--- src/hdl/mvm_pkg.sv ---
// ---------------------------------------------------------------------------
// mvm_pkg
// Types and constants shared by the matrix-vector multiply core.
// ---------------------------------------------------------------------------
`default_nettype none

package mvm_pkg;

    // Default largest supported dimension.
    localparam int MVM_MAX_DIM = 256;

    // Fixed field widths.
    localparam int ELEM_W = 16;
    localparam int PROD_W = 2 * ELEM_W;
    localparam int ACC_W  = 48;
    localparam int DIM_W  = 9;
    localparam int ROW_W  = 8;

    // Depth of the queue between the front and the back.
    localparam int QUEUE_DEPTH = 4;

    // Word modes.
    localparam logic MODE_VECTOR = 1'b0;
    localparam logic MODE_MATRIX = 1'b1;

    // Classification of one word, passed from the front to the back.
    typedef struct packed {
        logic             is_mat;
        logic             first_col;
        logic             end_row;
        logic             last_row;
        logic [ROW_W-1:0] row_index;
    } t_mvm_ctrl;

endpackage

`default_nettype wire

--- src/hdl/mvm_queue.sv ---
// ---------------------------------------------------------------------------
// mvm_queue
// Small first-in first-out queue between the front and the back.
// ---------------------------------------------------------------------------
`default_nettype none

module mvm_queue #(
    parameter int WIDTH = 8,
    parameter int DEPTH = mvm_pkg::QUEUE_DEPTH
) (
    input  wire logic             i_clk,
    input  wire logic             i_rst_n,
    input  wire logic             i_push,
    input  wire logic [WIDTH-1:0] i_data,
    input  wire logic             i_pop,
    output logic      [WIDTH-1:0] o_data,
    output logic                  o_full,
    output logic                  o_empty
);

    localparam int PW = (DEPTH > 1) ? $clog2(DEPTH) : 1;
    localparam int CNTW = $clog2(DEPTH + 1);

    logic [WIDTH-1:0] r_slot [DEPTH];
    logic [PW-1:0]    r_wr_ptr;
    logic [PW-1:0]    r_rd_ptr;
    logic [CNTW-1:0]  r_count;

    assign o_full  = (r_count == CNTW'(DEPTH));
    assign o_empty = (r_count == '0);
    assign o_data  = r_slot[r_rd_ptr];

    // Storage slots.
    always_ff @(posedge i_clk) begin
        if (i_push) begin
            r_slot[r_wr_ptr] <= i_data;
        end
    end

    // Pointers and fill count.
    always_ff @(posedge i_clk) begin
        if (!i_rst_n) begin
            r_wr_ptr <= '0;
            r_rd_ptr <= '0;
            r_count  <= '0;
        end else begin
            if (i_push) begin
                r_wr_ptr <= (r_wr_ptr == PW'(DEPTH - 1)) ? '0 : r_wr_ptr + PW'(1);
            end
            if (i_pop) begin
                r_rd_ptr <= (r_rd_ptr == PW'(DEPTH - 1)) ? '0 : r_rd_ptr + PW'(1);
            end
            if (i_push && !i_pop) begin
                r_count <= r_count + CNTW'(1);
            end else if (i_pop && !i_push) begin
                r_count <= r_count - CNTW'(1);
            end
        end
    end

endmodule

`default_nettype wire

--- config.mk ---
export PLATFORM = sky130hd
export DESIGN_NAME = mvm_queue
export DESIGN_NICKNAME = d
export VERILOG_FILES = /design/src/hdl/mvm_pkg.sv /design/src/hdl/mvm_queue.sv
export SDC_FILE = /design/constraint.sdc
export NUM_CORES = 1
export LEC_CHECK = 0
export BUFFER_PORTS_ARGS = -buffer_cell sky130_fd_sc_hd__buf_2
export CORE_MARGIN = 10
export CORE_UTILIZATION = 45
export CTS_CLUSTER_DIAMETER = 60
export DETAILED_ROUTE_END_ITERATION = 8
export GPL_TIMING_DRIVEN = 0
export PLACE_DENSITY = 0.72
export SLEW_MARGIN = 20
export SYNTH_ARGS = -nofsm -noshare
export SYNTH_HDL_FRONTEND = slang
export SYNTH_SLANG_ARGS = --single-unit
export TNS_END_PERCENT = 50
--- constraint.sdc ---
create_clock -name i_clk -period 2.5 [get_ports i_clk]
set_input_delay 0 -clock i_clk [delete_from_list [all_inputs] [get_ports i_clk]]
set_output_delay 0 -clock i_clk [all_outputs]
set_load 0.03 [all_outputs]
Yosys cells after proc, flatten, opt, wreduce, memory -nomap -nowiden

Memories as Yosys holds them, arrays and structs flattened. A register that Yosys moved wholly into a read port is not among the register bits.
Index checks and enable logic that the tools add are counted.

Register bits after elaboration: 7
Bits in writable memories: 32
Bits of input ports: 12
Word-level logic and storage cells: 25
Memories kept: 1

Add/subtract/negate cells: 4
Eq/ne operators: 3
Multiplexer cells: 8
Reduce and logical (&&, ||, !) cells: 6

Memories:

| memory | words | width | rd ports | clocked after memory_dff | wr ports | RTL line        | source |
|---|---|---|---|---|---|---|---|
| r_slot | 4     | 8     | 1        | 1                        | 1        | mvm_queue.sv:24 | `logic [WIDTH-1:0] r_slot [DEPTH];` |

Operators by type and width:

| cell                                              | count |
|---|---|
| 2-to-1 mux 2 bit                                  | 4 |
| 2-to-1 mux 3 bit                                  | 2 |
| adder 2 x 1 -> 2 bit (second input constant)      | 2 |
| == test 2 bit (second input constant)             | 2 |
| adder 3 x 1 -> 3 bit (second input constant)      | 1 |
| == test 3 bit (second input constant)             | 1 |
| logical NOT 3 bit                                 | 1 |
| subtractor 3 x 1 -> 3 bit (second input constant) | 1 |
| logical AND 1 bit                                 | 2 |
| logical NOT 1 bit                                 | 2 |
| 2-to-1 mux 1 bit                                  | 2 |
| nonzero test 2 bit                                | 1 |

Logic depth before layout (Yosys ltp)

Word-level depth: 4
Gate-level depth with buffers: 7

Worst setup path before layout

No wires, ideal clock.

Kind: register -> register
Start point: reg r_count[0]
End point: reg r_count[2]
Data arrival time: 1,323 ps
Data required time: 2,430 ps
Path slack: 1,107 ps
Cell stages (with the launch flop): 5
Path buffers: 0
Period minus slack after synthesis: 1,393 ps
Cell sequence: dfxtp_1 fa_1 xor2_1 or3_1 a21boi_1

Word-level cells in the longest chain between the ends: 3

Ends and longest elaborated chain:

| element                   | RTL line        | source |
|---|---|---|
| start: declaration        | mvm_queue.sv:27 | `logic [CNTW-1:0] r_count;` |
| start signal: assignment  | mvm_queue.sv:54 | `r_count <= r_count + CNTW'(1);` |
| start signal: assignment  | mvm_queue.sv:56 | `r_count <= r_count - CNTW'(1);` |
| subtractor 3 x 1 -> 3 bit | mvm_queue.sv:56 |  |
| 2-to-1 mux 3 bit          | mvm_queue.sv:55 | `end else if (i_pop && !i_push) begin` |
| 2-to-1 mux 3 bit *        | mvm_queue.sv:53 | `if (i_push && !i_pop) begin` |

Mark *: on every way between the ends. The rest lies on a longest branch, timed or not. The select of a mux whose other input is x is not followed.
A chain may end at the register's enable or synchronous reset.

==> metrics <==
status completed; min-delay worst type input pin to flop; Hold Vio Cnt, Final 0; P_int 977 uW; post-route ant nets 0; reg2reg path depth 4; worst vdd ir 0.430 mV; worst slew pin tran 0.441 ns; CP endpoint kind primary output; post-synthesis sequential area ratio 0.706; R2R setup slack 1.04 ns; Via-to-Cell Ratio 4.82; slew margin rel. 0.706; antenna violations before repair 0; post-detail-place hpwl 1.82 mm; syn_nets 105; mean post-synth cell area 18.8 um2; top cells by area, synth edfxtp_1 (59%), dfxtp_1 (11%), mux4_2 (11%); Die ar. 6390 um2; CTS tree yes; I/O pins 22; top-count cell post-synth edfxtp_1; hold path cells 3; Leak 0.000710 uW; die width 79.9 um; DIE HEIGHT 79.9 um; TritonCTS Buffers 5; Root Buffer clkbuf_4; iteration count of the initial detailed-routing pass 4; Clock Skew 0.0107 ns; Max H-tree Level 2; area growth from synthesis to layout 18.7%; top cells by count, synth edfxtp_1 (32), dfxtp_1 (9), mux4_2 (8); period utilization 0.625; Row Count 21; worst reg2reg startpoint r_count[0]$_SDFFE_PN0P_; # setup viols final 0; GP Congestion 0.666; Setup TNS Final 0 ns; CTS sink cnt 41; core area 3390 um2; worst endpoint required time 2.50 ns; ys async rst share 0; Routed WL 2.64 mm; Worst Path Max Fanout 8; Residual DRC 0; clock power share 0.232; startpoint types flop; WHS Endpoint r_rd_ptr[1]$_SDFFE_PN0P_; switching part of the total 0.257; Worst Slack Setup Final 0.938 ns; clock-pin slew on the worst setup and hold paths 0.12 ns; RSZ-0062 raised after global routing no; cts hold-fix bufs 9; area leader, netlist edfxtp_1; PortBufs 21; total track usage 0.0919; WS Path Type flop to primary output; Net Switching 339 uW; RR Endpoint r_count[2]$_SDFFE_PN0P_; crit path DAT 1.56 ns; Logic pwr share 0.164; max-cap check violation count 0; post-route minimum period 1.56 ns; Ys Warns 0; top cell type's share of synthesized area 0.595; global-route wire length before repair 4.47 mm; number of global-route vias before repair 922; clk buf depth 2; Place WS 1.00 ns; Iter 0 DRT Violations 44; hold path startpoint i_pop; synthesized cell area 1620 um2; GRT Residual Overflow 0; f_max 0.640 GHz; # diodes 0; layout cells sized above 1 0.298; Synth Instances 86; post-CTS sizing 0; Power Dens Cells 686 nW/um2; Routed WL per cell 15.5 um; Main synth FF type edfxtp_1; largest net degree at the start of global routing 13; starting density of the core 0.477; Post-CTS Setup Bufs 0; via count 819; final layout net count 142; FF+latch count, synth 41; worst-skew pair later-pin latency 0.34 ns; Seq pwr share 0.604; EDFF count, synth 32; Synth cell types 20; max-slew violations 0
[cells in the final DEF (no fill, tap or decap)]
cell	synthesis	layout
mux2i_1	4	4
clkbuf_2	1	1
ha_1	6	6
edfxtp_1	32	32
o21ai_0	1	1
nor3b_1	1	1
inv_1	4	4
a21boi_1	1	1
clkinv_2	0	1
nor2b_1	5	5
buf_6	1	1
xor2_1	1	1
dlygate4sd3_1	0	9
nor2_1	1	1
and2_1	5	5
nor3_1	2	2
or3_1	1	1
mux4_2	8	8
dfxtp_1	9	9
fa_1	1	1
o21a_1	1	1
clkbuf_1	0	2
clkbuf_4	0	5
xnor2_1	1	1
buf_2	0	21
[how the worst max path moves through the flow]
stage / endpoint / from / cells after the start / slack, ns
6_report: o_data[2] / flop / 3 / 0.94
2_1_floorplan: r_count[2]$_SDFFE_PN0P_ / r_count[0]$_SDFFE_PN0P_ / 4 / 1.11
5_1_grt: o_data[1] / flop / 3 / 0.85
3_5_place_dp: r_count[2]$_SDFFE_PN0P_ / i_pop / 8 / 1.00
4_1_cts: o_data[1] / flop / 3 / 0.90
3_3_place_gp: r_count[2]$_SDFFE_PN0P_ / i_pop / 8 / 1.05
[per-layer routing]
layer,share of wire,track usage
met1,0.42,0.0990
met2,0.50,0.152
met5,0,0
met4,0.012,0.0317
met3,0.064,0.0462
[area by class of cell]
class                           instances  area (um2)
Clock buffer                            7        45.0
Tap cell                               46        57.6
Sequential cell                        41        1140
Buffer                                  2        16.3
Timing Repair Buffer                   30         195
Inverter                                4        15.0
Fill cell                             267        1470
Clock inverter                          1        5.00
Multi-Input combinational cell         39         443
[power groups by stage]
stage | logic [uW] | registers (uW) | clock network (uW)
global route | 237 | 800 | 349
global placement | 204 | 808 | 0
floorplan | 149 | 806 | 0
detailed placement | 210 | 811 | 0
finish | 216 | 795 | 304
CTS | 221 | 795 | 318
[critical path: stages (launching register included)]
cell and delay, ns:
dfxtp_1 0.34, buf_6 0.16, mux4_2 0.52, buf_2 0.19
[state kept, by name (all words and copies together) (netlist names), named ones only]
name / cells
r_slot: 32
r_count: 3
r_rd_ptr: 2
r_wr_ptr: 2
[cells by family (layout without fill, tap and decap cells)]
logic type | Yosys count | in the layout | share of synthesized area
buf+inv | 6 | 44 | 0.0194
fa+ha+maj | 7 | 7 | 0.0589
simple gates | 15 | 15 | 0.0558
flops | 41 | 41 | 0.706
xor+xnor | 2 | 2 | 0.0108
compound gates | 3 | 3 | 0.0124
mux | 12 | 12 | 0.136
[through the flow]
| step | utilization | hold WS (ns) | total power, uW | cells | instance area [um2] |
|---|---|---|---|---|---|
| floorplan | - | 0.0989 | 954 | 86 | 1620 |
| global route | 0.566 | 0.0106 | 1390 | 170 | 1920 |
| CTS | 0.566 | 0.00197 | 1330 | 170 | 1920 |
| finish | 0.566 | 0.0100 | 1320 | 170 | 1920 |
| detailed placement | 0.525 | 0.220 | 1020 | 153 | 1780 |
| global placement | 0.525 | 0.212 | 1010 | 153 | 1780 |
Note: power is estimated with default switching activity, not from simulation.
