<file path="src/hdl/mvm_pkg.sv">
// ---------------------------------------------------------------------------
// mvm_pkg
// Types and constants shared by the matrix-vector multiply core.
// ---------------------------------------------------------------------------
`default_nettype none

package mvm_pkg;

    // Default largest supported dimension.
    localparam int MVM_MAX_DIM = 256;

    // Fixed field widths.
    localparam int ELEM_W = 16;
    localparam int PROD_W = 2 * ELEM_W;
    localparam int ACC_W  = 48;
    localparam int DIM_W  = 9;
    localparam int ROW_W  = 8;

    // Depth of the queue between the front and the back.
    localparam int QUEUE_DEPTH = 4;

    // Word modes.
    localparam logic MODE_VECTOR = 1'b0;
    localparam logic MODE_MATRIX = 1'b1;

    // Classification of one word, passed from the front to the back.
    typedef struct packed {
        logic             is_mat;
        logic             first_col;
        logic             end_row;
        logic             last_row;
        logic [ROW_W-1:0] row_index;
    } t_mvm_ctrl;

endpackage

`default_nettype wire

</file>
<file path="src/hdl/mvm_ram.sv">
// ---------------------------------------------------------------------------
// mvm_ram
// Generic single-port RAM with registered read data.
// ---------------------------------------------------------------------------
`default_nettype none

module mvm_ram #(
    parameter int WIDTH = 16,
    parameter int DEPTH = 256
) (
    input  wire logic                     i_clk,
    input  wire logic                     i_we,
    input  wire logic                     i_re,
    input  wire logic [$clog2(DEPTH)-1:0] i_addr,
    input  wire logic [WIDTH-1:0]         i_wdata,
    output logic      [WIDTH-1:0]         o_rdata
);

    logic [WIDTH-1:0] r_mem [DEPTH];
    logic [WIDTH-1:0] r_rdata;

    // Write port and registered read port share one address.
    always_ff @(posedge i_clk) begin
        if (i_we) begin
            r_mem[i_addr] <= i_wdata;
        end
        if (i_re) begin
            r_rdata <= r_mem[i_addr];
        end
    end

    assign o_rdata = r_rdata;

endmodule

`default_nettype wire

</file>
<file path="src/hdl/mvm_back.sv">
// ---------------------------------------------------------------------------
// mvm_back
// Executes queued words: vector store access, multiply, row accumulation.
// ---------------------------------------------------------------------------
`default_nettype none

module mvm_back #(
    parameter int MAX_DIM = mvm_pkg::MVM_MAX_DIM
) (
    input  wire logic                                i_clk,
    input  wire logic                                i_rst_n,
    input  wire logic                                i_empty,
    input  wire mvm_pkg::t_mvm_ctrl                  i_ctrl,
    input  wire logic        [$clog2(MAX_DIM)-1:0]   i_addr,
    input  wire logic signed [mvm_pkg::ELEM_W-1:0]   i_value,
    output logic                                     o_pop,
    input  wire logic                                i_out_stall,
    output logic                                     o_out_valid,
    output logic signed      [mvm_pkg::ACC_W-1:0]    o_row_result,
    output logic             [mvm_pkg::ROW_W-1:0]    o_row_index,
    output logic                                     o_last_row
);

    import mvm_pkg::*;

    localparam int AW = $clog2(MAX_DIM);

    logic                     advance;
    logic                     ram_we;
    logic                     ram_re;
    logic [ELEM_W-1:0]        ram_rdata;

    logic                     r1_valid;
    t_mvm_ctrl                r1_ctrl;
    logic signed [ELEM_W-1:0] r1_value;

    logic                     r2_valid;
    t_mvm_ctrl                r2_ctrl;
    logic signed [PROD_W-1:0] r2_prod;

    logic signed [ACC_W-1:0]  r_acc;
    logic signed [ACC_W-1:0]  n_acc;

    logic                     r_out_valid;
    logic signed [ACC_W-1:0]  r_row_result;
    logic [ROW_W-1:0]         r_row_index;
    logic                     r_last_row;

    // The whole back moves together unless a result waits to be taken.
    assign advance = !r_out_valid || !i_out_stall;
    assign o_pop   = advance && !i_empty;
    assign ram_we  = o_pop && !i_ctrl.is_mat;
    assign ram_re  = o_pop && i_ctrl.is_mat;

    // Vector store.
    mvm_ram #(
        .WIDTH (ELEM_W),
        .DEPTH (MAX_DIM)
    ) u_vec_ram (
        .i_clk   (i_clk),
        .i_we    (ram_we),
        .i_re    (ram_re),
        .i_addr  (i_addr[AW-1:0]),
        .i_wdata (i_value),
        .o_rdata (ram_rdata)
    );

    // Stage one: matrix word waits for its vector entry.
    always_ff @(posedge i_clk) begin
        if (!i_rst_n) begin
            r1_valid <= 1'b0;
        end else if (advance) begin
            r1_valid <= ram_re;
        end
    end

    always_ff @(posedge i_clk) begin
        if (advance) begin
            r1_ctrl  <= i_ctrl;
            r1_value <= i_value;
        end
    end

    // Stage two: Q8.8 by Q8.8 product, exact in Q16.16.
    always_ff @(posedge i_clk) begin
        if (!i_rst_n) begin
            r2_valid <= 1'b0;
        end else if (advance) begin
            r2_valid <= r1_valid;
        end
    end

    always_ff @(posedge i_clk) begin
        if (advance) begin
            r2_ctrl <= r1_ctrl;
            r2_prod <= r1_value * signed'(ram_rdata);
        end
    end

    // Stage three: row accumulation, restarted at the first column.
    always_comb begin
        if (r2_ctrl.first_col) begin
            n_acc = ACC_W'(r2_prod);
        end else begin
            n_acc = r_acc + ACC_W'(r2_prod);
        end
    end

    always_ff @(posedge i_clk) begin
        if (advance && r2_valid) begin
            r_acc <= n_acc;
        end
    end

    // Output register for finished rows.
    always_ff @(posedge i_clk) begin
        if (!i_rst_n) begin
            r_out_valid <= 1'b0;
        end else if (advance) begin
            r_out_valid <= r2_valid && r2_ctrl.end_row;
        end
    end

    always_ff @(posedge i_clk) begin
        if (advance && r2_valid && r2_ctrl.end_row) begin
            r_row_result <= n_acc;
            r_row_index  <= r2_ctrl.row_index;
            r_last_row   <= r2_ctrl.last_row;
        end
    end

    assign o_out_valid  = r_out_valid;
    assign o_row_result = r_row_result;
    assign o_row_index  = r_row_index;
    assign o_last_row   = r_last_row;

endmodule

`default_nettype wire

</file>
<file path="config.mk">
export PLATFORM = sky130hd
export DESIGN_NAME = mvm_back
export DESIGN_NICKNAME = d
export VERILOG_FILES = /design/src/hdl/mvm_pkg.sv /design/src/hdl/mvm_ram.sv /design/src/hdl/mvm_back.sv
export SDC_FILE = /design/constraint.sdc
export NUM_CORES = 2
export LEC_CHECK = 0
export BUFFER_PORTS_ARGS = -buffer_cell sky130_fd_sc_hd__buf_4
export CELL_PAD_IN_SITES_DETAIL_PLACEMENT = 2
export CELL_PAD_IN_SITES_GLOBAL_PLACEMENT = 2
export CORE_MARGIN = 5
export CORE_UTILIZATION = 40
export DETAILED_ROUTE_END_ITERATION = 10
export PLACE_DENSITY_LB_ADDON = 0.05
export SYNTH_ARGS = -nofsm -noshare
export SYNTH_HDL_FRONTEND = slang
export SYNTH_HIERARCHICAL = 1
export SYNTH_SLANG_ARGS = --single-unit
</file>
<file path="constraint.sdc">
create_clock -name i_clk -period 8.8 [get_ports i_clk]
set_clock_uncertainty 0.15 [all_clocks]
set_input_delay 2.64 -clock i_clk [delete_from_list [all_inputs] [get_ports i_clk]]
set_output_delay 2.64 -clock i_clk [all_outputs]
set_load 0.005 [all_outputs]
</file>
# Word-level counts from Yosys, hierarchy flattened

Memory sizes are Yosys's and may differ from the RTL's. A register that Yosys moved wholly into a read port is not among the register bits.
Index checks and enable logic that the tools add are counted.

RAM bits: 4096
Logic and storage cells: 34
Memories: 1
Output and inout bits: 59
Register bits: 178

Memory list:

| memory          | words | bits a word | rd ports | clocked after memory_dff | wr ports | line          | text |
|---|---|---|---|---|---|---|---|
| u_vec_ram.r_mem | 256   | 16          | 1        | 1                        | 1        | mvm_ram.sv:19 | `logic [WIDTH-1:0] r_mem [DEPTH];` |

Multipliers: 1
Muxes and demuxes: 3
Reduce and logical (&&, ||, !) cells: 11
Add/subtract/negate cells: 1

Operators with widths:

| kind              | number |
|---|---|
| $add 48x32->48    | 1 |
| $mux 48           | 1 |
| $mul 16x16->32    | 1 |
| $logic_and 1x1->1 | 6 |
| $logic_not 1->1   | 4 |
| $mux 1            | 2 |
| $logic_or 1x1->1  | 1 |

# Logic depth before layout (Yosys ltp)

Depth in word-level cells: 6
Depth in mapped cells: 24
Gate-level depth less buffers: 23

# Cells and area by module

The synthesis kept the hierarchy.

Modules (own cells, without submodules):

| module   | area each (um^2) | cells each | sequential area each (um^2) | times used |
|---|---|---|---|---|
| mvm_ram  | 155559.2         | 6727       | 123478.4                    | 1 |
| mvm_back | 18273.8          | 1743       | 5315.1                      | 1 |

# Worst setup path after synthesis

OpenSTA, ideal clock, no wires.

Path type: input-to-reg
Start: input i_out_stall
End: register r_last_row, in the netlist o_last_row, enable pin
Stages on the path: 4
Arrival time: 6.872 ns
Required time: 8.239 ns
Library setup time: 0.411 ns
Path slack: 1.367 ns
Cell sequence: nand2_1 > and2_1 > nand2_1 > inv_1

Word-level cells in the longest chain between the ends: 4

Ends and longest elaborated chain:

| what                           | line            | text |
|---|---|---|
| from (decl)                    | mvm_back.sv:17  | `input wire logic i_out_stall,` |
| $logic_not 1->1                | mvm_back.sv:50  | `assign advance = !r_out_valid \|\| !i_out_stall;` |
| $logic_or 1x1->1               | mvm_back.sv:50  |  |
| $logic_and 1x1->1 (2 in a row) | mvm_back.sv:125 | `if (advance && r2_valid && r2_ctrl.end_row) begin` |
| to (signal assigned)           | mvm_back.sv:128 | `r_last_row <= r2_ctrl.last_row;` |
| to (decl)                      | mvm_back.sv:47  | `logic r_last_row;` |

No other way between the ends.
A chain may end at the register's enable or synchronous reset.

# Worst setup path after layout

Start: register u_vec_ram.r_rdata[2], in the netlist u_vec_ram/o_rdata[2] (read register of u_vec_ram.r_mem)
End: register r2_prod[30] (data pin)

Word-level cells in the longest chain between the ends: 1

Ends and longest elaborated chain:

| what                 | line           | text |
|---|---|---|
| from (decl)          | mvm_ram.sv:20  | `logic [WIDTH-1:0] r_rdata;` |
| $mul 16x16->32       | mvm_back.sv:96 | `r2_prod <= r1_value * signed'(ram_rdata);` |
| to (signal assigned) | mvm_back.sv:96 |  |
| to (decl)            | mvm_back.sv:39 | `logic signed [PROD_W-1:0] r2_prod;` |

No other way between the ends.

==> flow_summary_export.csv <==
group,metric,value,unit
clock_network,clk_latency,1.01,ns
sta,setup_slack,1.22,ns
clock_network,cts_buffers,465,
layout,final_common_cell,"edfxtp_1",
global_routing,grt_max_degree,169,
yosys,ys_warn_count,6,
layout,finalNonFillerCells,15191,
yosys,synth-seq-area-share,0.741,
power,power.density,269,mW/mm^2
worst_setup_path,critPathLaunchType,"register",
placement,gp_congestion,0.776,
power,p_comb_frac,0.213,
drt,drt_iter0_drc,8853,
yosys,async_reset_ff_frac,0,
clock_network,clockRootBuffer,"clkbuf_16",
clock_network,cts-resized-gates,0,
run_status,status,"finished with violations",
sta,rsz0062_at_grt,"false",
drt,avgViaCountPerCell,5.86,
yosys,postSynthAreaPerCell,20.5,um^2
global_routing,grt_pass1_wl,769000,um
yosys,synth-main-ff-cell,"edfxtp_1",
global_routing,antenna_found_initial,29,
min_path,hold_path_class,"reg2reg",
worst_setup_path,rr_startpoint,"u_vec_ram/o_rdata[2]$_DFFE_PP_",
placement,dp_worst_setup_slack,1.18,ns
worst_setup_path,end_kind,"register",
worst_setup_path,path_class,"reg2reg",
worst_setup_path,max_stage_delay,1.10,ns
sta,hold_viol_final,0,
drt,vias,88989,
worst_setup_path,worstPathRequired,9.35,ns
layout,layout_common_cells,"edfxtp_1, mux4_2, buf_4",
clock_network,cts.htree.levels,5,
sta,slew_headroom,-0.0306,
die,start_util,0.401,
worst_setup_path,startpoint,"u_vec_ram/o_rdata[2]$_DFFE_PP_",
clock_network,cts_tree,"yes",
die,die_h,669,um
power,ir_drop,328,uV
clock_network,cts_hold_buffers,0,
die,dieWidth,669,um
worst_setup_path,crit_family,"adder cells",
worst_setup_path,crit_path_cell_trace,"nand2_1 -> inv_1 -> fa_1 -> fa_1 -> fa_1 -> fa_1 -> fa_1 -> inv_1 -> fa_1 -> inv_1 -> ha_1 -> nand2_1 -> nor3_1 -> a221oi_1 -> o21ai_0 -> o21bai_1 -> a31oi_1 -> mux2i_1 -> o2111ai_1",
drt,wl,540000,um
power,internal_power,38.5,mW
sta,setup_tns,0,ns
worst_setup_path,path_buf_inv,3,
layout,nets,9483,
sta,fin_crit_sh,0.861,
sta,worst-slew-pin-transition,1.53,ns
yosys,synth_top_area_share,0.741,
placement,portBuffers,98,
flow_run,cap_violations,1,
power,swShare,0.283,
clock_network,clock_path_buffers,4,
yosys,synth_seq_cells,4290,
power,power_leakage,64.1,nW
power,p_switching,15.2,mW
clock_network,cts.sinks,4290,
die,die-area,0.448,mm^2
sta,fin_crit,7.58,ns
min_path,hold_start,"r2_ctrl[4]$_DFFE_PN_",
yosys,syn-cell-area,0.174,mm^2
yosys,synth_cell_types,67,
placement,placed_cells,14318,
die,placementRows,242,
power,sequentialPowerShare,0.434,
sta,finalSetupViolCount,0,
drt,drtPass1Iterations,5,
run_status,violations,"max-capacitance violations, max-slew violations",
layout,area_growth,14.7,%
worst_setup_path,path_common_cell,"fa_1",
power,p_clk_frac,0.353,
sta,hold_slack,0.251,ns
drt,ant_nets,0,
yosys,synth_edf_count,4287,
yosys,yosysTopAreaCell,"edfxtp_1",
yosys,yosys-top-cells-area,"edfxtp_1, mux4_2, fa_1",
global_routing,track_usage,0.241,
sta,slew_viol_final,2,
clock_network,cts_setup_buffers,0,
die,coreArea,0.434,mm^2
yosys,syn_inst,8470,
placement,hpwl,330000,um
die,io_pins,99,
sta,timing.fmax,132,MHz
drt,drc_errors,0,
clock_network,clk_pin_slew,0.06,ns
worst_setup_path,crit_slowest_cell,"edfxtp_1",
layout,final_core_util,0.460,
yosys,synthesis.nets,8902,
global_routing,grt.overflow.total,0,
worst_setup_path,critPathArrivalTime,8.13,ns
drt,wl_per_cell,35.6,um
worst_setup_path,crit_fanout,16,
global_routing,grt_pass1_vias,96187,
layout,drive_above_1_share,0.253,
[per-stage QoR]
step                total power, mW  area, um^2
floorplan                      31.5      174000
global placement               35.2      185000
detailed placement             35.4      185000
CTS                            54.5      199000
global route                   56.7      199000
finish                         53.7      199000
[metal layers]
metal,vias to the layer above,GRT usage,wire length (um)
met5,-,0,8
met4,2,0.0591,14100
met3,629,0.0266,25700
met2,2619,0.394,263000
met1,49845,0.348,237000
li1,35894,-,-
[cell families (layout without fill, tap and decap cells)]
logic type,count (synthesis),count (layout),synth area share
buffers and inverters,798,1772,0.0192
muxes,1030,1030,0.133
DFF,4290,4290,0.741
xor gates and xnor gates,78,78,0.00393
other,0,13,0
AOI/OAI and AO/OA,1107,1107,0.0429
and+or+nand+nor,775,775,0.0204
adders and majority gates,392,392,0.0396
[synthesized netlist by cell type (12+ instances only)]
master and number:
a21o_1 35, a21oi_1 329, a22oi_1 512, and2_1 133, buf_1 55, buf_2 80
buf_4 16, buf_6 25, clkbuf_1 300, edfxtp_1 4287, fa_1 263, ha_1 129
inv_1 322, mux4_2 1024, nand2_1 214, nand2b_1 18, nand3_1 28, nand4_1 27
nor2_1 280, nor3_1 40, o211ai_1 12, o21a_1 13, o21ai_0 64, o21bai_1 20
o41ai_1 64, xnor2_1 55, xor2_1 23
[power by group through the flow]
| stage | Clock, mW | Sequential, mW | Combinational (mW) |
|---|---|---|---|
| final | 19.0 | 23.3 | 11.5 |
| after global routing | 20.4 | 23.3 | 13.0 |
| after CTS | 19.4 | 23.3 | 11.7 |
| after detailed placement | 0 | 23.8 | 11.7 |
| after global placement | 0 | 23.8 | 11.5 |
| after floorplan | 0 | 23.6 | 7.85 |
[state kept, by name, indices dropped and copies added (netlist names), 8 cells and up]
| name | count |
|---|---|
| r1_value | 16 |
| r2_ctrl | 11 |
| r1_ctrl | 11 |
| r2_prod | 32 |
| o_row_index | 8 |
| o_row_result | 48 |
| u_vec_ram/o_rdata | 16 |
| r_acc | 48 |
| u_vec_ram/r_mem | 4096 |
[final timing paths]
kind | to | slack [ns] | depth (start not counted)
min reg2reg | o_row_index[4]$_DFFE_PP_ | 0.25 | 0
max reg2reg | r2_prod[30]$_DFFE_PN_ | 1.22 | 19
max | r2_prod[30]$_DFFE_PN_ | 1.22 | 19
min | o_row_index[4]$_DFFE_PP_ | 0.25 | 0
[cell type report]
type                    count  area (um^2)
repair buffers            590         5270
fillers                 38821       234000
clock inverters           278         2500
flip-flops and latches   4290       129000
well taps                5734         7170
inverters                 322         1210
multi-input cells        3382        42400
diodes                     13         32.5
clock buffers             582        12100
No activity file was read; power rests on OpenSTA's default activity.
