--- config.mk ---
export PLATFORM = sky130hd
export DESIGN_NAME = mvm_front
export DESIGN_NICKNAME = d
export VERILOG_FILES = /design/src/hdl/mvm_pkg.sv /design/src/hdl/mvm_front.sv
export SDC_FILE = /design/constraint.sdc
export NUM_CORES = 1
export LEC_CHECK = 0
export BUFFER_PORTS_ARGS = -buffer_cell sky130_fd_sc_hd__clkbuf_2
export CORE_ASPECT_RATIO = 0.75
export CORE_UTILIZATION = 62
export CTS_CLUSTER_SIZE = 12
export DETAILED_ROUTE_END_ITERATION = 7
export HOLD_SLACK_MARGIN = 0.08
export PLACE_DENSITY = 0.85
export SLEW_MARGIN = 20
export SYNTH_ARGS = -nofsm -noshare
export SYNTH_HDL_FRONTEND = slang
export SYNTH_SLANG_ARGS = --single-unit
--- constraint.sdc ---
create_clock -name i_clk -period 8.04 [get_ports i_clk]
set_input_delay 0.402 -clock i_clk [delete_from_list [all_inputs] [get_ports i_clk]]
set_output_delay 0.402 -clock i_clk [all_outputs]
set_load 0.01 [all_outputs]
--- src/hdl/mvm_pkg.sv ---
// ---------------------------------------------------------------------------
// mvm_pkg
// Types and constants shared by the matrix-vector multiply core.
// ---------------------------------------------------------------------------
`default_nettype none

package mvm_pkg;

    // Default largest supported dimension.
    localparam int MVM_MAX_DIM = 256;

    // Fixed field widths.
    localparam int ELEM_W = 16;
    localparam int PROD_W = 2 * ELEM_W;
    localparam int ACC_W  = 48;
    localparam int DIM_W  = 9;
    localparam int ROW_W  = 8;

    // Depth of the queue between the front and the back.
    localparam int QUEUE_DEPTH = 4;

    // Word modes.
    localparam logic MODE_VECTOR = 1'b0;
    localparam logic MODE_MATRIX = 1'b1;

    // Classification of one word, passed from the front to the back.
    typedef struct packed {
        logic             is_mat;
        logic             first_col;
        logic             end_row;
        logic             last_row;
        logic [ROW_W-1:0] row_index;
    } t_mvm_ctrl;

endpackage

`default_nettype wire

--- src/hdl/mvm_front.sv ---
// ---------------------------------------------------------------------------
// mvm_front
// Accepts words, tracks load pointer, column and row, and classifies them.
// ---------------------------------------------------------------------------
`default_nettype none

module mvm_front #(
    parameter int MAX_DIM = mvm_pkg::MVM_MAX_DIM
) (
    input  wire logic                         i_clk,
    input  wire logic                         i_rst_n,
    input  wire logic                         i_cfg_we,
    input  wire logic [mvm_pkg::DIM_W-1:0]    i_cfg_data,
    input  wire logic                         i_push,
    input  wire logic                         i_mode,
    output mvm_pkg::t_mvm_ctrl                o_ctrl,
    output logic      [$clog2(MAX_DIM)-1:0]   o_addr
);

    import mvm_pkg::*;

    localparam int AW = $clog2(MAX_DIM);
    localparam int CW = (AW + 1 > DIM_W) ? AW + 1 : DIM_W;

    logic [DIM_W-1:0] r_dim;
    logic [AW-1:0]    r_load_ptr;
    logic [AW-1:0]    r_col;
    logic [AW-1:0]    r_row;

    logic [CW-1:0] dim_ext;
    logic [CW-1:0] eff_dim;
    logic [CW-1:0] ptr_inc;
    logic [CW-1:0] col_inc;
    logic [CW-1:0] row_inc;
    logic          ptr_wrap;
    logic          end_row;
    logic          last_row;
    logic          is_mat;

    // Effective dimension: zero counts as one, large values saturate.
    always_comb begin
        dim_ext = CW'(r_dim);
        if (dim_ext == '0) begin
            eff_dim = CW'(1);
        end else if (dim_ext > CW'(MAX_DIM)) begin
            eff_dim = CW'(MAX_DIM);
        end else begin
            eff_dim = dim_ext;
        end
    end

    // Next pointer values and the end-of-row and last-row decisions.
    assign ptr_inc  = CW'(r_load_ptr) + CW'(1);
    assign col_inc  = CW'(r_col) + CW'(1);
    assign row_inc  = CW'(r_row) + CW'(1);
    assign ptr_wrap = (ptr_inc >= eff_dim);
    assign end_row  = (col_inc >= eff_dim);
    assign last_row = (row_inc >= eff_dim);
    assign is_mat   = (i_mode == MODE_MATRIX);

    // Dimension register and position counters.
    always_ff @(posedge i_clk) begin
        if (!i_rst_n) begin
            r_dim      <= DIM_W'(1);
            r_load_ptr <= '0;
            r_col      <= '0;
            r_row      <= '0;
        end else if (i_cfg_we) begin
            r_dim      <= i_cfg_data;
            r_load_ptr <= '0;
            r_col      <= '0;
            r_row      <= '0;
        end else if (i_push) begin
            if (!is_mat) begin
                r_load_ptr <= ptr_wrap ? '0 : ptr_inc[AW-1:0];
            end else if (!end_row) begin
                r_col <= col_inc[AW-1:0];
            end else begin
                r_col <= '0;
                r_row <= last_row ? '0 : row_inc[AW-1:0];
            end
        end
    end

    // Classification handed to the queue.
    always_comb begin
        o_ctrl.is_mat    = is_mat;
        o_ctrl.first_col = (r_col == '0);
        o_ctrl.end_row   = end_row;
        o_ctrl.last_row  = last_row;
        o_ctrl.row_index = ROW_W'(r_row);
        o_addr           = is_mat ? r_col : r_load_ptr;
    end

endmodule

`default_nettype wire

After elaboration in Yosys (flattened, before gate mapping). Index checks and enable logic that the tools add are counted.

Logic and storage cells: 25. Input port bits: 14. Register bits after elaboration: 33. Output and inout port bits: 20.

Mux-type cells: 6. Bitwise gates (word level): 2. $lt $le $gt $ge: 4. Reduce and logical (&&, ||, !) cells: 6. $add $sub $neg: 3.

Operators with widths (count): two-way mux 8 bit (4); adder 8 x 1 -> 9 bit (second input constant) (3); >= comparator 9 bit (3); two-way mux 9 bit (2); greater-than comparator 9 bit (second input constant) (1); logical NOT 9 bit (1); logical NOT 8 bit (1); AND reduction 2 bit (2); AND reduction 3 bit (1); inverter 1 bit (2); OR reduction 2 bit (1).

Longest topological paths before layout. Gate-level depths: netlist (run 1).

Depth in word-level cells: 5. Gate-level depth with buffers: 12.

Worst setup path before layout (run 1). Ideal clock, no wire load.

Path type: register to output. From: register r_row[0]. To: output o_ctrl[8] (netlist name). Stages on the path, launching flop included: 11. Setup slack: 5.091 ns. Data required time: 7.638 ns. Arrival: 2.547 ns. Cell sequence: dfxtp_1 -> ha_1 -> nand3_1 -> or2_2 -> xnor2_1 -> ha_1 -> a21oi_1 -> o22ai_1 -> a2111oi_4 -> inv_1 -> buf_4.

Longest elaborated chain between the ends: 2.

RTL lines: start, declared (RTL line mvm_front.sv:28) `logic [AW-1:0] r_row;`; start signal, assigned (RTL line mvm_front.sv:80) `r_row <= last_row ? '0 : row_inc[AW-1:0];`; adder 8 x 1 -> 9 bit (RTL line mvm_front.sv:55) `assign row_inc = CW'(r_row) + CW'(1);`; >= comparator 9 bit (RTL line mvm_front.sv:58) `assign last_row = (row_inc >= eff_dim);`; end, declared (RTL line mvm_front.sv:16) `output mvm_pkg::t_mvm_ctrl o_ctrl,`.

Every way passes these cells.

==> results.toml, run 1 <==
[run_status]
outcome = "finished clean"

[setup_path]
worst-path-buf-inv = 2
worstRegToRegCells = 12
cp.arrival_ps = 3120
max_stage_delay_ps = 660
worst_setup_path_start_kind = "flip-flop"
cp_cell_sequence = "ha_1, nand3_1, or2_2, xnor2_1, ha_1, a21oi_1, o22ai_1, a2111oi_4, inv_1, clkbuf_2"
cp_max_fo = 10
critPathTopFamily = "compound AO/OA/AOI/OAI gates"
cpMaxStageDelayCell = "a2111oi_4"
cp_common_cell = "ha_1"
cp.required_ps = 7640
path_class = "flip-flop to primary output"
worstSetupEndpointType = "primary output"
path_depth = 10

[pwr]
pwr_density_cell_nw_per_um2 = 152
p_comb_frac = 0.139
power.leakage_nw = 1.27
p_sw_frac = 0.251
power_frac_clock = 0.456
internal_power_w = 0.000314
pwr-share-seq = 0.405
vdd_drop_max_mv = 0.119
p_sw_w = 0.000105

[timing]
worst_slack_ps = 4510
timing.setup.tns_ps = 0
hold_viol_final = 0
clock.fmax_mhz = 284
slew_headroom = 0.528
setup_viol = 0
slew_viol_final = 0
period_share = 0.438
grt_setup_unrepaired = "no"
fin_crit_ps = 3530
skew_ps = 4.86
worst_pin_slew_ps = 707

[logic_synthesis]
synth_edf_count = 0
synth_cells = 296
yosys-top-cells-count = "47 x nand2_1, 33 x dfxtp_1, 31 x ha_1"
synth_area_leaders = "dfxtp_1 27%, ha_1 16%, nand2_1 7.2%, a21oi_1 4.5%, mux2i_1 3.7%"
syn_area_um2 = 2440
ys_seq_elements = 33
synth_top_cell_area_share = 0.270
synth.distinct_cells = 42
syn-num-nets = 341
ys.flop_type = "dfxtp_1"
synth_top_area_cell = "dfxtp_1"
yosysSeqAreaShare = 0.270
synth.avg_cell_area_um2 = 8.26
ys.warnings.count = 0
yosysMostFrequentCell = "nand2_1"
async_reset_ff_frac = 0

[global_routing]
grt_usage = 0.294
overflow = 0
grt_pass1_vias = 1956
grt_pass1_wl_um = 9230
grt_antenna_before_repair = 0
grt_start_max_net_pins = 18

[clock_network]
postCtsSetupBuffers = 0
cts_sinks = 33
clock_latency_ps = 290
cts_buffers = 5
cts_max_level = 2
cts_tree = "built"
clockBufferDepth = 2
ctsResizeCount = 0
cts_root_buffer = "clkbuf_8"
cts.clk_slew.worst_paths_ps = 70
ctsHoldBuffers = 0

[cells_and_area]
multi_input_area_um2 = 1690
fillers = 300
regArea_um2 = 661
area_delta_synth_final_pct = 12.5
final_cells = 377
post_route_cells_drive_above_1_share = 0.182
finalNetCount = 369
design_area_um2 = 2750
num_antenna_cells = 0

[die]
die-area_um2 = 4200
num_io_pins = 34
fp.dieH_um = 56.4
initial_core_util = 0.659
core-area_um2 = 3710
die_w_um = 74.5
row_count = 19

[drt]
drc_errors = 0
routedWlPerCell_um = 15.3
drtIter0Drc = 228
finalWirelength_um = 5760
postRouteAntennaNets = 0
firstDrtPassIters = 4
vias = 2199
viasPerCell = 5.83

[placed_design]
place_inst = 369
io_buffers = 33
dp_hpwl_um = 4220
gp_congestion = 0.867
dp_slack_ps = 4920
dpl_cell_area_um2 = 2620

[min_path]
min_path_type = "primary input to flip-flop"
min_path_cells = 3

[run]
cap_viol_max_count = 0
-- path summary, 6_finish.rpt --
check | slack (ps) | to | start
worst max register to register | 4830 | r_load_ptr[6]$_SDFFE_PP0P_ | r_load_ptr[0]$_SDFFE_PP0P_
worst max-delay path | 4510 | o_ctrl[8] | r_row[0]$_SDFFE_PP0P_
worst min-delay path | 330 | dim_ext[0]$_SDFFE_PN1P_ | i_cfg_data[0]
worst min register to register | 490 | r_row[1]$_SDFFE_PP0P_ | r_row[1]$_SDFFE_PP0P_
-- cells by family (layout without fill, tap and decap cells) --
| logic type | after synthesis | after routing | share of synthesized area |
|---|---|---|---|
| compound gates | 52 | 52 | 0.148 |
| xor+xnor | 15 | 15 | 0.0537 |
| fa+ha+maj | 31 | 31 | 0.159 |
| buf+inv | 22 | 51 | 0.0389 |
| flops | 33 | 33 | 0.270 |
| mux | 17 | 17 | 0.0737 |
| simple gates | 126 | 126 | 0.257 |
-- cells in the final DEF, fill, tap and decap left out, drive strengths merged, types with 2 or more instances in the layout --
cell type	n
xor2	8
mux2i	9
nand3	10
clkinv	2
a21oi	22
xnor2	7
bufinv	2
and3	3
nand3b	3
nor3	5
nor4	3
or3	5
and2	3
mux2	8
inv	9
dfxtp	33
o21ai	9
o22ai	6
nor2	16
nand2	48
nand4	3
clkbuf	38
ha	31
a21o	5
nand2b	11
or2	4
nor2b	10
a2bb2oi	2
a2111oi	3
-- cell type report --
type,count,share of cell area
clock inverter,3,0.0236
clock buffer,5,0.0250
multi-input combinational,241,0.614
tap,52,0.0236
inverter,10,0.0136
timing repair buffer,33,0.0600
sequential,33,0.240
-- metal layers --
metal	global-route usage	vias up	wire (um)
li1	-	1096	-
met1	0.424	1011	2640
met2	0.439	83	2640
met3	0.0503	9	402
met4	0.0997	0	81
met5	0	-	0
-- registers in the layout, summed over array words and instances (netlist names) --
signal and count:
r_load_ptr 8, dim_ext 9, r_col 8, r_row 8
-- worst register-to-register path: cells and delay by family (launching register included) --
kind / cells / cell delay (ps)
AND/OR/NAND/NOR: 4 / 730
AO/OA/AOI/OAI: 6 / 1480
flip-flops: 1 / 460
adder cells (fa/ha/maj): 2 / 490
-- metrics by stage --
stage	utilization	hold slack, ps	total power (W)
after CTS	0.742	335	0.000418
after floorplan	-	442	0.000217
after detailed placement	0.706	481	0.000230
after global placement	0.706	477	0.000228
after global routing	0.742	350	0.000431
final	0.742	331	0.000419
-- power groups by stage --
stage | sequential, W | clock, W | combinational, W
final | 0.000170 | 0.000191 | 0.0000581
after global routing | 0.000170 | 0.000196 | 0.0000640
after CTS | 0.000170 | 0.000191 | 0.0000578
after detailed placement | 0.000174 | 0 | 0.0000566
after global placement | 0.000173 | 0 | 0.0000551
after floorplan | 0.000173 | 0 | 0.0000445
Power figures use the tool's default switching activity.
==> run 2: changes to the inputs <==
--- a/config.mk
+++ b/config.mk
@@ -7,11 +7,11 @@
 export LEC_CHECK = 0
 export BUFFER_PORTS_ARGS = -buffer_cell sky130_fd_sc_hd__clkbuf_2
 export CORE_ASPECT_RATIO = 0.75
-export CORE_UTILIZATION = 62
+export CORE_UTILIZATION = 52
 export CTS_CLUSTER_SIZE = 12
 export DETAILED_ROUTE_END_ITERATION = 7
 export HOLD_SLACK_MARGIN = 0.08
-export PLACE_DENSITY = 0.85
+export PLACE_DENSITY = 0.76
 export SLEW_MARGIN = 20
 export SYNTH_ARGS = -nofsm -noshare
 export SYNTH_HDL_FRONTEND = slang
==> constraint.sdc (replaced) <==
create_clock -name i_clk -period 3.2 [get_ports i_clk]
set_input_delay 0.16 -clock i_clk [delete_from_list [all_inputs] [get_ports i_clk]]
set_output_delay 0.16 -clock i_clk [all_outputs]
set_load 0.01 [all_outputs]
==> run 2 against run 1 <==
First-iteration DRC count fell by 44%; die area is 19% higher; non-clock buffer count rose by 8; clock power grew 69%; combinational power grew to 2.8 times the previous value; via count shrank 1.6%; sequential share of layout area decreased by 0.25 points; clock-buffer cell count is the same; design area rose by 1.2%.
==> results.toml, run 2 (synthesis results as in run 1) <==
[timing]
fin_crit_ps = 3060
skew_ps = 1.81
worst_pin_slew_ps = 527
slew_headroom = 0.646
whs_ps = 124
period_share = 0.957
setup_viol = 0
clock.fmax_mhz = 327
slew_viol_final = 0
hold_viol_final = 0

[global_routing]
grt_antenna_before_repair = 0
overflow = 0
grt_pass1_wl_um = 8840
grt_usage = 0.238
grt_start_max_net_pins = 18
grt_pass1_vias = 1888

[die]
fp.dieH_um = 61.4
die_w_um = 81.2
initial_core_util = 0.544
row_count = 21
num_io_pins = 34
die-area_um2 = 4980
core-area_um2 = 4490

[cells_and_area]
post_route_cells_drive_above_1_share = 0.207
num_antenna_cells = 0
design_area_um2 = 2790
largest_reg_flops = 9
final_common_cell = "nand2_1"
area_delta_synth_final_pct = 13.9
layout_common_cells = "47 x nand2_1, 33 x clkbuf_2, 32 x dfxtp_1, 31 x ha_1, 22 x a21oi_1"
fillers = 402
finalNetCount = 377

[drt]
highest_layer = "met4"
drc_errors = 0
m1WireLength_um = 2760
firstDrtPassIters = 5
finalWirelength_um = 5670
dr_wl_met2_um = 2630
vias = 2164
routedWlPerCell_um = 14.5
postRouteAntennaNets = 0
met3WireLength_um = 246
viasPerCell = 5.55
drtIter0Drc = 128

[setup_path]
worst-path-buf-inv = 2
cp_cell_sequence = "ha_1, nand3_1, or2_2, nor2_1, ha_1, nand4_1, nor4_2, a2111oi_4, inv_1, clkbuf_2"
cp-startpoint = "r_row[1]$_SDFFE_PP0P_"
cp_max_fo = 6
reg2reg_from = "r_row[1]$_SDFFE_PP0P_"
cp_common_cell = "ha_1"
path_class = "flip-flop to primary output"
worst_setup_path_start_kind = "flip-flop"
cpMaxStageDelayCell = "a2111oi_4"
cp.required_ps = 3040
critPathTopFamily = "simple AND/OR/NAND/NOR gates"
worstSetupEndpointType = "primary output"
max_stage_delay_ps = 490
cp.arrival_ps = 2900

[clock_network]
cts_sinks = 33
clock_latency_ps = 290
cts_tree = "built"
cts.clk_slew.worst_paths_ps = 70
clockBufferDepth = 2
cts_buffers = 5
cts_root_buffer = "clkbuf_8"
cts_max_level = 2

[run]
cap_viol_max_count = 0

[pwr]
total_power_w = 0.000912
vdd_drop_max_mv = 0.260
pwr_density_cell_nw_per_um2 = 327
power.leakage_nw = 1.29

[placed_design]
dp_hpwl_um = 4130
io_buffers = 33
gp_congestion = 0.818
dpl_cell_area_um2 = 2650

[min_path]
min_path_type = "primary input to flip-flop"
hp-start = "i_cfg_data[5]"

[run_status]
outcome = "finished clean"
==> run 2: changes by cell type in the layout (fill, tap and decap cells not counted), sizes merged <==
cell | previous run | this run
clkinv | 2 | 3
dlygate4sd3 | 0 | 1
clkinvlp | 0 | 1
buf | 0 | 7
bufinv | 2 | 0
==> run 2: final timing paths <==
check	endpoint	slack, ps	cells after the start
min	dim_ext[5]$_SDFFE_PN0P_	120	3
min reg2reg	dim_ext[0]$_SDFFE_PN1P_	510	2
max	o_ctrl[8]	140	10
max reg2reg	r_row[6]$_SDFFE_PP0P_	200	12
==> run 2: power breakdown <==
| group | internal (W) | leakage, nW | switching (W) |
|---|---|---|---|
| Sequential | 0.000419 | 0.268 | 0.00000760 |
| Combinational | 0.0000732 | 0.973 | 0.0000889 |
| Clock | 0.000150 | 0.0439 | 0.000173 |
| Total | 0.000642 | 1.29 | 0.000270 |
==> run 2: timing repair <==
action	CTS	global route
buffers inserted	0	4
pin swaps	1	1
resized for setup	0	3
setup endpoints to repair	1	1
endpoints found under the hold margin	1	0
hold buffers	1	0
==> run 2: layer usage <==
metal  track usage  vias up
met5             0        -
met4        0.0638        0
met3        0.0444        4
met2         0.382       40
met1         0.330     1011
li1              -     1109
==> run 2: worst min-delay path: cells and delay by family <==
family / cells / cell delay [ps]
buffers and inverters: 1 / 80
multiplexers: 1 / 50
AND/OR/NAND/NOR: 1 / 90
==> run 2: layout make-up <==
| class | instances | area, um^2 | share of cell area |
|---|---|---|---|
| Multi-Input combinational cell | 241 | 1700 | 0.611 |
| Tap cell | 57 | 71.3 | 0.0256 |
| Clock inverter | 3 | 17.5 | 0.00629 |
| Clock buffer | 5 | 68.8 | 0.0247 |
| Timing Repair Buffer | 41 | 228 | 0.0818 |
| Sequential cell | 33 | 662 | 0.238 |
| Inverter | 10 | 37.5 | 0.0135 |
==> run 2: metrics by stage <==
stage / utilization / std cells / worst slack (ps) / setup TNS, ps
after global routing: 0.620 / 390 / -62.6 / -62.6
after floorplan: - / 296 / 484 / 0
final: 0.620 / 390 / 139 / 0
after detailed placement: 0.589 / 377 / 177 / 0
after CTS: 0.610 / 386 / 51.6 / 0
after global placement: 0.589 / 377 / 324 / 0
